**src/rtl/mfb_pkg.sv**
```systemverilog
// ----------------------------------------------------------------------------
// mfb_pkg: shared types and constants for the mono frame store refresh block
// Opcodes, command records passed from the front end to the back end, result
// records and the serial byte constants of the display link.
// ----------------------------------------------------------------------------
package mfb_pkg;

  // frame store geometry (fixed)
  localparam int STORE_DEPTH = 1024;
  localparam int STORE_AW    = 10;

  // serial link constants
  localparam logic [7:0] SYNC_BASE    = 8'hF8;
  localparam logic [7:0] NIB_MASK     = 8'hF0;
  localparam logic [7:0] ROW_CMD_BASE = 8'h80;
  localparam logic [7:0] COL_LOW      = 8'h80;
  localparam logic [7:0] COL_HIGH     = 8'h88;
  localparam logic [7:0] FILL_SET     = 8'hFF;
  localparam logic [7:0] FILL_CLR     = 8'h00;
  localparam int         ROW_SPLIT    = 32;

  // input opcodes
  typedef enum logic [1:0] {
    OP_PIXEL = 2'd0,
    OP_FILL  = 2'd1,
    OP_ROW   = 2'd2,
    OP_NONE  = 2'd3
  } op_t;

  // work classes handed to the back end
  typedef enum logic [1:0] {
    K_WRITE,
    K_FILL,
    K_ROW,
    K_STAT
  } cmd_kind_t;

  // back end states
  typedef enum logic [2:0] {
    S_SWEEP,
    S_IDLE,
    S_READ,
    S_WRITE,
    S_STAT,
    S_ROW
  } back_state_t;

  // position within a three-byte transfer
  typedef enum logic [1:0] {
    PH_SYNC,
    PH_HIGH,
    PH_LOW
  } phase_t;

  typedef struct packed {
    cmd_kind_t           kind;
    logic                status;
    logic                color;
    logic [STORE_AW-1:0] addr;
    logic [2:0]          bit_sel;
    logic [7:0]          row_cmd;
    logic [7:0]          col_cmd;
  } cmd_t;

  typedef struct packed {
    logic [7:0] serial_byte;
    logic       has_byte;
    logic       frame_end;
    logic       status;
    logic       last;
  } res_t;

  typedef struct packed {
    logic clearing;
  } back_stat_t;

endpackage

```
**src/rtl/mfb_front.sv**
```systemverilog
// ----------------------------------------------------------------------------
// mfb_front: input decode
// Classifies each item, checks ranges and works out store address, bit
// position and the two row address commands.
// ----------------------------------------------------------------------------
module mfb_front #(
  parameter int WIDTH  = 128,
  parameter int HEIGHT = 64
) (
  input  logic          [1:0] opcode,
  input  logic          [7:0] pixel_x,
  input  logic          [6:0] pixel_y,
  input  logic                pixel_color,
  output mfb_pkg::cmd_t       cmd
);
  import mfb_pkg::*;

  localparam logic [8:0] W_LIM = 9'(WIDTH);
  localparam logic [7:0] H_LIM = 8'(HEIGHT);

  logic                x_ok;
  logic                y_ok;
  logic [14:0]         row_prod;
  logic [STORE_AW-1:0] row_base;
  logic                row_hi;
  logic [6:0]          row_off;

  // range checks and row base address (taken modulo the store depth)
  assign x_ok     = ({1'b0, pixel_x} < W_LIM);
  assign y_ok     = ({1'b0, pixel_y} < H_LIM);
  assign row_prod = 15'(pixel_y) * 15'(WIDTH);
  assign row_base = row_prod[STORE_AW+2:3];
  assign row_hi   = ({1'b0, pixel_y} >= 8'(ROW_SPLIT));
  assign row_off  = row_hi ? 7'(pixel_y - 7'(ROW_SPLIT)) : pixel_y;

  // classification
  always_comb begin
    cmd         = '0;
    cmd.color   = pixel_color;
    cmd.bit_sel = pixel_x[2:0];
    cmd.row_cmd = ROW_CMD_BASE | 8'(row_off);
    cmd.col_cmd = row_hi ? COL_HIGH : COL_LOW;
    unique case (op_t'(opcode))
      OP_PIXEL: begin
        cmd.addr   = STORE_AW'(row_base + STORE_AW'(pixel_x[7:3]));
        cmd.kind   = (x_ok && y_ok) ? K_WRITE : K_STAT;
        cmd.status = !(x_ok && y_ok);
      end
      OP_FILL: begin
        cmd.kind = K_FILL;
      end
      OP_ROW: begin
        cmd.addr   = row_base;
        cmd.kind   = y_ok ? K_ROW : K_STAT;
        cmd.status = !y_ok;
      end
      OP_NONE: begin
        cmd.kind = K_STAT;
      end
      default: begin
        cmd.kind = K_STAT;
      end
    endcase
  end

endmodule

```
**config.mk**
```make
export PLATFORM = sky130hd
export DESIGN_NAME = mfb_front
export DESIGN_NICKNAME = d
export VERILOG_FILES = /design/src/rtl/mfb_pkg.sv /design/src/rtl/mfb_front.sv
export SDC_FILE = /design/constraint.sdc
export NUM_CORES = 1
export LEC_CHECK = 0
export ABC_AREA = 1
export BUFFER_PORTS_ARGS = -buffer_cell sky130_fd_sc_hd__buf_2
export CAP_MARGIN = 20
export CORE_AREA = 2 2 39 41
export DETAILED_ROUTE_END_ITERATION = 12
export DIE_AREA = 0 0 41 43
export PLACE_DENSITY = 0.87
export SLEW_MARGIN = 20
export SYNTH_ARGS = -nofsm -noshare
export SYNTH_HDL_FRONTEND = slang
export SYNTH_SLANG_ARGS = --single-unit
```
**constraint.sdc**
```tcl
create_clock -name vclk -period 1.1
set_input_delay 0.11 -clock vclk [all_inputs]
set_output_delay 0.11 -clock vclk [all_outputs]
set_load 0.02 [all_outputs]
```
==> metrics.cfg <==
[route]
drt_wl_total_um = 1003
first_pass_iters = 4
remaining_drc_errors = 0
drtAntennaViolNets = 0
num_vias = 488
drt_iter0_markers = 8
drt-wirelength-per-cell_um = 8.876
vias_per_cell = 4.319

[final_layout]
final_common_cell = buf_2
design_area_um2 = 553.0
seq_area_um2 = 0
nFlopsAndLatches = 0
drive_above_1_share = 0.4845
num-clock-buffers = 0
layout.nets = 119
area_growth_pct = 45.87
insertedDiodeCount = 0
most-common-layout-cells = buf_2 (30), nand2_1 (11), inv_1 (10)
stdcell_count = 113

[synthesis]
synth_area_leaders = buf_4 (36%), inv_1 (11%), nand2_1 (11%)
synth.top_cell.area_share = 0.3564
netlist_instances = 71
synth_warnings = 0
synth_area_um2 = 379.1
ys_seq_area_frac = 0
synth.avg_cell_area_um2 = 5.340
synth_top_cell_by_area = buf_4
ys_types = 15

[worst_setup_path]
cp_max_fo = 4
startpoint_type = input port
crit_top_cell = ha_4
cpLargestDelayFamily = adder cells
critical_path_arrival_ps = 960
max_stage_delay_ps = 170
end_kind = primary output
slowest_stage = and3_4
worst-setup-path-type = in2out
cp.buffers_inverters = 2
worstPathCellList = buf_8 > ha_4 > ha_4 > and3_4 > nor3_2 > buf_4
cp.required_ps = 990

[timing]
fmax_mhz = 934.0
postLayoutSetupSlackWorst_ps = 29.32
slew_viol_final = 0
setup_tns_ps = 0
min_period_over_period = 0.9733
finalHoldViolCount = 0
post-route-min-period_ps = 1071
rsz0062_at_grt = yes
setup_violations = 0
hold_slack_ps = 220.0

[place]
post-dp-hpwl_um = 858.3
place_inst = 113
placed_area_um2 = 489.2
place_ws_ps = -133.3
port-buffer-count = 35
gp_congestion = 0.7058

[global_route]
first_global_vias = 381
grt_max_degree = 8
grt_antenna_before_repair = 0
grt_pass1_wl_um = 1531
grt_overflow_total = 0
grt_use_total = 0.1159

[die]
core-area_um2 = 1384
die_area_um2 = 1763
initial_utilization = 0.2740
fp.dieW_um = 41
die_h_um = 43
num_rows = 14
io_pins = 51

[run]
drv_cap = 0

[pwr]
powerDensity_nw_per_um2 = 462.0
leakage_uw = 0.0003439
ir_worst_vdd_v = 0.0001878

[run_status]
status = finished clean

[clock_network]
holdBufCountCts = 0

[min_path]
min_path_type = in2out

[metal layers]
metal  wire length (µm)  track usage  vias to the layer above  part of all wire
li1                   -            -                      248                 -
met1                371       0.1551                      206              0.37
met2                507       0.2063                       32              0.51
met3                116            0                        2              0.12
met4                  6     0.006667                        0            0.0060
met5                  0            0                        -                 0
[what timing repair did]
| item | CTS | global route |
|---|---|---|
| resized for setup | 9 | 9 |
| setup buffers | 0 | 0 |
| setup endpoints to repair | 2 | 9 |
| pin swaps | 1 | 3 |
| endpoints found under the hold margin | 0 | 0 |
[Yosys cell counts, drive strengths merged]
| library cell | instances |
|---|---|
| ha | 2 |
| nand3 | 6 |
| conb | 2 |
| nor3 | 2 |
| o21ai | 4 |
| buf | 18 |
| inv | 11 |
| a21oi | 1 |
| nand4 | 1 |
| nand2 | 11 |
| or2 | 1 |
| and3 | 1 |
| o211ai | 1 |
| nor2 | 10 |
[final timing paths]
check,cells past startpoint,slack (ps),end,startpoint
max,6,30,cmd[25],pixel_y[0]
min,0,220,cmd[18],pixel_x[2]
[cells by family (layout without fill, tap and decap cells)]
logic type               after synthesis  after routing  share of synthesized area
AND/OR/NAND/NOR                       32             32                     0.3631
buffers and inverters                 29             49                     0.4653
AO/OA/AOI/OAI                          6              6                    0.08578
other                                  2              8                    0.01981
adder cells (fa/ha/maj)                2              2                    0.06600
[through the flow]
step | utilization | total power [µW]
after global routing | 0.3996 | 279.9
final | 0.3996 | 255.5
after global placement | 0.3535 | 227.1
after floorplan | - | 194.1
after detailed placement | 0.3535 | 231.4
after CTS | 0.3861 | 248.7
[area by class of cell]
class              instances  area [µm²]
fillers                  158       830.8
well taps                 16       20.02
multi-input cells         48       270.3
inverters                 11       41.29
repair buffers            38       221.5
[where the power goes]
part           total, µW  switching, µW  leakage (µW)  internal (µW)
clock                  0              0             0              0
combinational        255            161      0.000344           94.1
sequential             0              0             0              0
Note: power is estimated with default switching activity, not from simulation.
