[config.mk]
export PLATFORM = sky130hd
export DESIGN_NAME = mfb_fifo
export DESIGN_NICKNAME = d
export VERILOG_FILES = /design/src/rtl/mfb_fifo.sv
export SDC_FILE = /design/constraint.sdc
export NUM_CORES = 1
export LEC_CHECK = 0
export BUFFER_PORTS_ARGS = -buffer_cell sky130_fd_sc_hd__buf_2
export CORE_MARGIN = 8
export CORE_UTILIZATION = 48
export DETAILED_ROUTE_END_ITERATION = 6
export PLACE_DENSITY_LB_ADDON = 0.1
export SETUP_SLACK_MARGIN = 0.5
export SYNTH_ARGS = -nofsm -noshare
export SYNTH_HDL_FRONTEND = slang
export SYNTH_SLANG_ARGS = --single-unit
[constraint.sdc]
create_clock -name clk -period 1.85 [get_ports clk]
set_input_delay 0.37 -clock clk [delete_from_list [all_inputs] [get_ports clk]]
set_output_delay 0.37 -clock clk [all_outputs]
set_load 0.02 [all_outputs]
[src/rtl/mfb_fifo.sv]
// ----------------------------------------------------------------------------
// mfb_fifo: small register queue
// Holds DEPTH records of DW bits; head record is shown while empty is low.
// ----------------------------------------------------------------------------
module mfb_fifo #(
  parameter int DW    = 8,
  parameter int DEPTH = 2
) (
  input  logic          clk,
  input  logic          rst,
  input  logic          push,
  input  logic [DW-1:0] wdata,
  output logic          full,
  input  logic          pop,
  output logic [DW-1:0] rdata,
  output logic          empty
);

  localparam int PW = (DEPTH > 1) ? $clog2(DEPTH) : 1;
  localparam int CW = $clog2(DEPTH + 1);

  logic [DW-1:0] slots [DEPTH];
  logic [PW-1:0] wr_ptr;
  logic [PW-1:0] rd_ptr;
  logic [CW-1:0] count;
  logic          do_push;
  logic          do_pop;

  // handshake qualification
  assign full    = (count == CW'(DEPTH));
  assign empty   = (count == '0);
  assign do_push = push && !full;
  assign do_pop  = pop && !empty;
  assign rdata   = slots[rd_ptr];

  // storage
  always_ff @(posedge clk) begin
    if (do_push) begin
      slots[wr_ptr] <= wdata;
    end
  end

  // pointers and fill level
  always_ff @(posedge clk) begin
    if (rst) begin
      wr_ptr <= '0;
      rd_ptr <= '0;
      count  <= '0;
    end else begin
      if (do_push) begin
        wr_ptr <= (wr_ptr == PW'(DEPTH - 1)) ? '0 : PW'(wr_ptr + 1'b1);
      end
      if (do_pop) begin
        rd_ptr <= (rd_ptr == PW'(DEPTH - 1)) ? '0 : PW'(rd_ptr + 1'b1);
      end
      if (do_push && !do_pop) begin
        count <= CW'(count + 1'b1);
      end else if (do_pop && !do_push) begin
        count <= CW'(count - 1'b1);
      end
    end
  end

endmodule

==> metrics.yaml, run 1 <==
clock_tree:
  hold_buffers: 0
  clk_pin_slew_ps: 110
  cts_made_buffers: 3
  cts_root_buf: "clkbuf_4"
  clock_path_buffers: 2
  cts.sinks: 21
  clk_latency_ps: 290
  cts_tree: "built"
  htreeDepth: 1
critical_path:
  regToRegStartpoint: "count[1]$_SDFFE_PP0P_"
  worstPathCellList: "mux2_4, buf_6"
  critPathTopFamily: "flip-flops"
  r2r_slack_ps: 440
  reg2regPathDepth: 6
  cpPeakStageDelay_ps: 450
  cp.arrival_ps: 1200
  cp.required_ps: 1480
  critPathSlowestCell: "dfxtp_4"
  crit_path_end_kind: "output port"
  r2r-end: "count[1]$_SDFFE_PP0P_"
  crit_buf_inv: 1
  critPathKind: "reg2out"
  cp-start-kind: "flop"
  critPathMaxFanout: 8
routing:
  drt-pass1-iter-count: 2
  postRouteAntennaNets: 0
  num_vias: 463
  post-route-drc-count: 0
  drtIter0Drc: 1
  wl_per_cell_um: 14.2
  routed_via_density: 5.09
  wl_um: 1290
timing:
  final.setup.worst_slack_ps: 280
  setup_viol: 0
  tns_ps: 0
  rsz0062_at_grt: "true"
  worst_hold_slack_ps: 262
  drv_slew: 0
  worstMarginPinSlew_ps: 218
  skew_ps: 2.35
  min_period_over_period_pct: 84.9
  slew_headroom_pct: 85.5
  min_period_ps: 1570
  final-hold-violation-count: 0
  clock.fmax_ghz: 0.637
global_routing:
  grt_pass1_vias: 511
  grt_overflow_total: 0
  grt_pass1_wl_um: 2190
  antenna_found_initial: 0
  grt_usage_pct: 8.52
  grt_max_degree: 12
layout:
  insertedDiodeCount: 0
  layout_commonest_cell: "edfxtp_1"
  final_net_count: 89
  drive_above_1_share_pct: 57.3
  mostFrequentLayoutCells: "edfxtp_1, buf_2, buf_6, mux2_4"
  area_delta_synth_final_pct: 37.7
pwr:
  p_per_area_nw_per_um2: 1430
  leakage_uw: 0.000440
  finalPower_uw: 1570
  vdd.ir_drop.worst_mv: 0.922
place:
  portBuffers: 21
  place_worst_setup_slack_ps: 351
  dp_hpwl_um: 935
  routabilityCongestion: 0.675
logic_synthesis:
  synth-seq-cells: 21
  ys.warnings.count: 0
  ys_seq_area_share_pct: 73.2
  netlist_area_um2: 793
  syn-num-nets: 63
  syn_inst: 50
  syn_area_per_cell_um2: 15.9
  synth_cell_types: 13
die:
  start_util_pct: 52.1
  dieArea_um2: 3210
  rows: 14
  die_x_um: 56.7
  die_height_um: 56.7
  design.core.area_um2: 1520
  io_pins: 22
outcome:
  run_status: "complete, no violations"
hold_path:
  hp-class: "in2reg"
  worstHoldPathCells: 1
  hp-start: "wdata[6]"
  hold_end: "slots[0][6]$_DFFE_PP_"
job:
  maxCapViolCount: 0
## sequential cells by signal, indices dropped and copies added, names as in the netlist, named ones only
| register | count |
|---|---|
| count | 2 |
| rd_ptr | 1 |
| slots | 16 |
| wr_ptr | 1 |
## Yosys cell counts (all sizes together)
| cell type | n | area (µm²) |
|---|---|---|
| nor2 | 5 | 18.8 |
| a21oi | 2 | 10.0 |
| dfxtp | 5 | 100 |
| buf | 1 | 5.00 |
| and2 | 1 | 6.26 |
| inv | 2 | 7.51 |
| or3 | 2 | 12.5 |
| nor2b | 1 | 8.76 |
| edfxtp | 16 | 480 |
| xor2 | 3 | 26.3 |
| mux2 | 8 | 90.1 |
| ha | 1 | 12.5 |
| o21ai | 3 | 15.0 |
## power by group
group | leakage [µW] | total, µW | switching (µW) | internal, µW
Combinational | 0.000232 | 660 | 294 | 366
Sequential | 0.000192 | 697 | 82.3 | 615
Clock | 0.0000150 | 208 | 124 | 83.8
Total | 0.000440 | 1570 | 501 | 1060
## kinds of logic (layout without fill, tap and decap cells)
| group | Yosys count | after routing | share of synthesized area [%] |
|---|---|---|---|
| DFF | 21 | 21 | 73.2 |
| and+or+nand+nor | 9 | 9 | 5.84 |
| muxes | 8 | 8 | 11.4 |
| AOI/OAI and AO/OA | 5 | 5 | 3.15 |
| xor gates and xnor gates | 3 | 3 | 3.31 |
| buffers and inverters | 3 | 28 | 1.58 |
| adders and majority gates | 1 | 1 | 1.58 |
## layer usage
| metal | track usage (%) | routed length [µm] | vias to the layer above |
|---|---|---|---|
| met5 | 0 | 0 | - |
| met4 | 3.09 | 11 | 0 |
| met3 | 4.49 | 82 | 2 |
| met2 | 12.4 | 601 | 16 |
| met1 | 10.4 | 599 | 212 |
| li1 | - | - | 233 |
## what timing repair did
action	4_1_cts	5_1_grt
pin swaps	4	1
hold endpoints to repair	0	0
setup endpoints to repair	26	27
setup buffers	1	0
gates resized for setup	34	8
## area by class of cell
cell class	instances	area [µm²]
inverter	2	10.0
tap	16	20.0
multi-input combinational	26	268
sequential	21	589
clock buffer	4	26.3
timing repair buffer	22	179
fill	110	432
## worst register-to-register path: cells and delay by family (launching register included)
kind,cells,cell delay (ps)
flops,1,380
simple gates,3,580
compound gates,1,110
fa+ha+maj,1,150
xor+xnor,1,130
## worst max path at each step
stage                               start                    end  slack, ps  cells past startpoint
detailed placement  count[0]$_SDFFE_PP0P_  count[1]$_SDFFE_PP0P_        350                      4
finish                               flop               rdata[7]        280                      2
CTS                                  flop               rdata[7]        260                      2
global placement                     push  slots[0][1]$_DFFE_PP_        390                      4
global route                         flop               rdata[7]        230                      2
floorplan           count[1]$_SDFFE_PP0P_  count[1]$_SDFFE_PP0P_        390                      5
## stage by stage
| stage | instance area [µm²] | util [%] | std cells |
|---|---|---|---|
| floorplan | 801 | - | 50 |
| global placement | 921 | 60.4 | 86 |
| detailed placement | 921 | 60.4 | 86 |
| CTS | 1070 | 70.1 | 91 |
| global route | 1090 | 71.7 | 91 |
| finish | 1090 | 71.7 | 91 |
Power figures use the tool's default switching activity.
==> run 2, diff against run 1 <==
- clock period: 1.85 -> 1.58 ns (I/O delays scaled with it)
==> run 2 against run 1 <==
  * Setup slack lost 210 ps
  * First-iteration DRC count grew to 4.0 times the previous value
  * Die area is the same
  * Power grew 20%
  * Cell area grew 2.3%
  * Clock power grew 15%
  * Combinational power grew 24%
  * Final cell count grew 1.1%
  * Largest cell class unchanged
  * Core utilization grew 1.6 points
==> metrics.yaml, run 2 (synthesis results as in run 1) <==
layout:
  insertedDiodeCount: 0
  final_net_count: 90
  reg_top3: "slots: 16 flops, count: 2 flops"
  largest_register_ff_count: 16
  drive_above_1_share_pct: 60.5
  fin_util_pct: 73.3
  final_cells: 92
  largest-register: "slots"
  fillers: 104
  layout_commonest_cell: "edfxtp_1"
  mostFrequentLayoutCells: "edfxtp_1, buf_2, buf_6, mux2_4"
  area_delta_synth_final_pct: 40.9
timing:
  min_period_ps: 1510
  clock.fmax_ghz: 0.664
  drv_slew: 0
  min_period_over_period_pct: 95.3
  worstMarginPinSlew_ps: 231
  skew_ps: 0.756
  final.setup.worst_slack_ps: 73.6
  rsz0062_at_grt: "true"
  slew_headroom_pct: 84.4
  setup_viol: 0
  tns_ps: 0
  final-hold-violation-count: 0
routing:
  post-route-drc-count: 0
  wl_per_cell_um: 14.8
  postRouteAntennaNets: 0
  wl_um: 1360
  drtIter0Drc: 4
  drt-pass1-iter-count: 2
  num_vias: 483
  routed_via_density: 5.25
clock_tree:
  cts.sinks: 21
  cts_tree: "built"
  cts_root_buf: "clkbuf_4"
  htreeDepth: 1
  hold_buffers: 0
  clock_path_buffers: 2
  clk_pin_slew_ps: 100
  clk_latency_ps: 290
  cts_made_buffers: 3
place:
  place_worst_setup_slack_ps: 67.2
  routabilityCongestion: 0.705
  dp_hpwl_um: 964
  portBuffers: 21
  placed_cells: 86
pwr:
  seq_power_share_pct: 43.9
  p_int_uw: 1280
  vdd.ir_drop.worst_mv: 1.03
  pwr-share-comb_pct: 43.4
  p_sw_share_pct: 32.0
  clock_power_share_pct: 12.7
  power.switching_uw: 603
  finalPower_uw: 1880
  p_per_area_nw_per_um2: 1680
  leakage_uw: 0.000449
critical_path:
  critPathMaxFanout: 8
  worstPathCellList: "mux2_4, buf_6"
  cp.arrival_ps: 1190
  crit_path_end_kind: "output port"
  cp-start-kind: "flop"
  crit_buf_inv: 1
  critPathTopFamily: "flip-flops"
  critPathSlowestCell: "dfxtp_4"
  cp.required_ps: 1260
  critPathKind: "reg2out"
  cpPeakStageDelay_ps: 450
die:
  die_height_um: 56.7
  rows: 14
  dieArea_um2: 3210
  design.core.area_um2: 1520
  die_x_um: 56.7
  io_pins: 22
  start_util_pct: 52.1
global_routing:
  grt_usage_pct: 8.79
  grt_pass1_vias: 544
  antenna_found_initial: 0
  grt_pass1_wl_um: 2300
  grt_max_degree: 12
  grt_overflow_total: 0
job:
  maxCapViolCount: 0
outcome:
  run_status: "complete, no violations"
hold_path:
  hp-class: "in2reg"
[run 2: changes by cell type in the layout (fill, tap and decap cells not counted), sizes merged]
cell and change:
buf +1
[run 2: layout make-up]
cell class	instances	area, µm²	area share [%]
clock buffers	4	26.3	2.35
inverters	2	15.0	1.34
multi-input cells	26	278	24.9
flip-flops and latches	21	592	53.0
well taps	16	20.0	1.79
repair buffers	23	186	16.7
[run 2: power groups by stage]
stage | sequential [µW] | combinational (µW) | clock (µW)
2_1_floorplan | 767 | 480 | 0
3_3_place_gp | 813 | 561 | 0
3_5_place_dp | 818 | 567 | 0
4_1_cts | 825 | 789 | 244
5_1_grt | 842 | 873 | 271
6_report | 826 | 818 | 239
[run 2: stage by stage]
step                instance area (µm²)  hold slack [ps]
floorplan                           843              378
global placement                    957              478
detailed placement                  957              492
CTS                                1100              203
global route                       1120              187
finish                             1120              209
[run 2: timing repair]
item	in CTS	in global routing
setup buffers	1	1
pin swaps	2	1
gates resized for setup	32	3
endpoints found under the setup margin	28	29
[run 2: final timing paths]
check,cells past startpoint,startpoint,slack (ps),end
hold reg to reg,2,rd_ptr$_SDFFE_PP0P_,540,flop
setup reg to reg,6,count[1]$_SDFFE_PP0P_,140,count[1]$_SDFFE_PP0P_
hold / removal,1,wdata[5],210,slots[1][5]$_DFFE_PP_
setup / recovery,2,flop,70,rdata[1]
[run 2: worst reg2reg max path: stages (launching register included)]
cell and delay (ps):
dfxtp_4 380, nor2b_4 210, nor2_4 70, ha_4 150, xor2_1 140, or3_1 310, a21oi_1 130
[run 2: metal layers]
metal  wire, µm  track usage (%)
met2        695             14.4
met3         69             4.27
met5          0                0
met1        599             9.96
met4          0             2.06
==> run 3, diff against run 2 <==
- CORE_UTILIZATION: 48 -> 50
- CTS_BUF_LIST: unset -> sky130_fd_sc_hd__clkbuf_4 sky130_fd_sc_hd__clkbuf_8
==> run 3 against run 2 <==
  * Highest routed layer is now met4
  * Power increased by 3.5%
  * Wire length up 16%
  * Combinational power rose by 7.0%
  * Register-to-register slack lost 20 ps
  * Non-clock buffer count increased by 2
  * Critical path type unchanged
  * Largest power group is now combinational cells
  * Setup slack got worse by 32 ps
  * Clock skew increased by 9.3 ps
  * Die area decreased by 2.9%
  * Critical path depth stayed put
  * Final cell count up 2.2%
  * Core utilization grew 3.2 points
==> metrics.yaml, run 3 (synthesis results as in run 1) <==
timing:
  worstMarginPinSlew_ps: 276
  skew_ps: 10.1
  slew_headroom_pct: 81.4
  rsz0062_at_grt: "true"
  setup_viol: 0
  min_period_over_period_pct: 97.4
  tns_ps: 0
  clock.fmax_ghz: 0.650
  final-hold-violation-count: 0
  min_period_ps: 1540
  drv_slew: 0
hold_path:
  worstHoldPathCells: 1
  hold_end: "slots[0][5]$_DFFE_PP_"
  hp-start: "wdata[5]"
  hp-class: "in2reg"
critical_path:
  crit_path_end_kind: "output port"
  critPathMaxFanout: 8
  cp.required_ps: 1260
  cp-start-kind: "flop"
  reg2regPathDepth: 6
  r2r_slack_ps: 120
  critPathKind: "reg2out"
  regToRegStartpoint: "count[1]$_SDFFE_PP0P_"
  r2r-end: "count[1]$_SDFFE_PP0P_"
  cp.arrival_ps: 1220
die:
  die_height_um: 55.8
  die_x_um: 55.8
  rows: 14
  dieArea_um2: 3120
  design.core.area_um2: 1490
  start_util_pct: 53.3
  io_pins: 22
global_routing:
  grt_max_degree: 13
  grt_usage_pct: 9.53
  grt_pass1_wl_um: 2340
  grt_pass1_vias: 517
  antenna_found_initial: 0
  grt_overflow_total: 0
pwr:
  finalPower_uw: 1950
  leakage_uw: 0.000463
  vdd.ir_drop.worst_mv: 1.24
  p_per_area_nw_per_um2: 1710
job:
  maxCapViolCount: 0
routing:
  wl_per_cell_um: 16.8
  routed_via_density: 5.10
  post-route-drc-count: 0
  drtIter0Drc: 1
  num_vias: 479
  wl_um: 1580
  drt-pass1-iter-count: 2
  postRouteAntennaNets: 0
layout:
  layout_commonest_cell: "edfxtp_1"
  fillers: 98
  reg_top3: "slots: 16 flops, count: 2 flops"
  final_cells: 94
  area_delta_synth_final_pct: 43.5
  largest_register_ff_count: 16
  multiInputGateArea_um2: 278
  mostFrequentLayoutCells: "edfxtp_1, buf_6, buf_2, mux2_4"
  largest-register: "slots"
  fin_area_um2: 1140
  insertedDiodeCount: 0
  drive_above_1_share_pct: 62.8
  final_net_count: 92
  regArea_um2: 589
clock_tree:
  cts_root_buf: "clkbuf_4"
  cts.sinks: 21
  hold_buffers: 0
  clk_latency_ps: 300
  clock_path_buffers: 2
  clk_pin_slew_ps: 120
  cts_tree: "built"
  htreeDepth: 1
  cts_made_buffers: 3
place:
  placed_cells: 86
  dpl_cell_area_um2: 957
  portBuffers: 21
  dp_hpwl_um: 1000
  routabilityCongestion: 0.658
outcome:
  run_status: "complete, no violations"
==> run 3: cell count changes in the layout (fill, tap and decap cells not counted) <==
| cell | delta |
|---|---|
| dfxtp_4 | -1 |
| dfxtp_2 | +1 |
| clkinv_2 | +1 |
| buf_6 | +2 |
| clkbuf_1 | -1 |
==> run 3: final cells by class <==
class                   instances  share of cell area [%]
clock buffers                   3                    1.98
clock inverters                 1                   0.440
inverters                       2                    1.32
multi-input cells              26                    24.4
flip-flops and latches         21                    51.8
well taps                      16                    1.76
repair buffers                 25                    18.4
==> run 3: per-layer routing <==
layer	vias to the layer above	global-route usage [%]	wire, µm
li1	239	-	-
met1	220	9.70	613
met4	0	5.15	26
met2	16	16.3	854
met3	4	3.65	84
met5	-	0	0
==> run 3: critical path: stages, from the launching register on <==
cell	delay (ps)
dfxtp_4	460
mux2_4	330
buf_6	130
==> run 3: through the flow <==
stage               setup WS [ps]  utilization [%]  hold WS, ps
floorplan                     122                -          378
global placement              130             64.3          479
detailed placement           80.1             64.3          493
CTS                          41.7             74.5          187
global route                 5.06             76.5          180
finish                       41.5             76.5          189
==> run 3: power by group <==
part,total [µW],internal [µW],switching [µW]
Combinational,875,489,386
Clock,255,94.4,160
Sequential,819,720,98.8
==> run 3: what timing repair did <==
item	CTS	global route
gates cloned	0	0
setup buffers	2	2
pin swaps	2	3
resized for setup	32	4
endpoints found under the setup margin	28	29
==> run 3: worst max path at each step <==
| stage | from | endpoint | slack (ps) |
|---|---|---|---|
| 6_report | flop | rdata[1] | 40 |
| 5_1_grt | flop | rdata[6] | 5 |
| 4_1_cts | flop | rdata[6] | 40 |
| 3_5_place_dp | count[0]$_SDFFE_PP0P_ | count[1]$_SDFFE_PP0P_ | 80 |
| 3_3_place_gp | count[0]$_SDFFE_PP0P_ | count[1]$_SDFFE_PP0P_ | 130 |
| 2_1_floorplan | count[1]$_SDFFE_PP0P_ | count[1]$_SDFFE_PP0P_ | 120 |
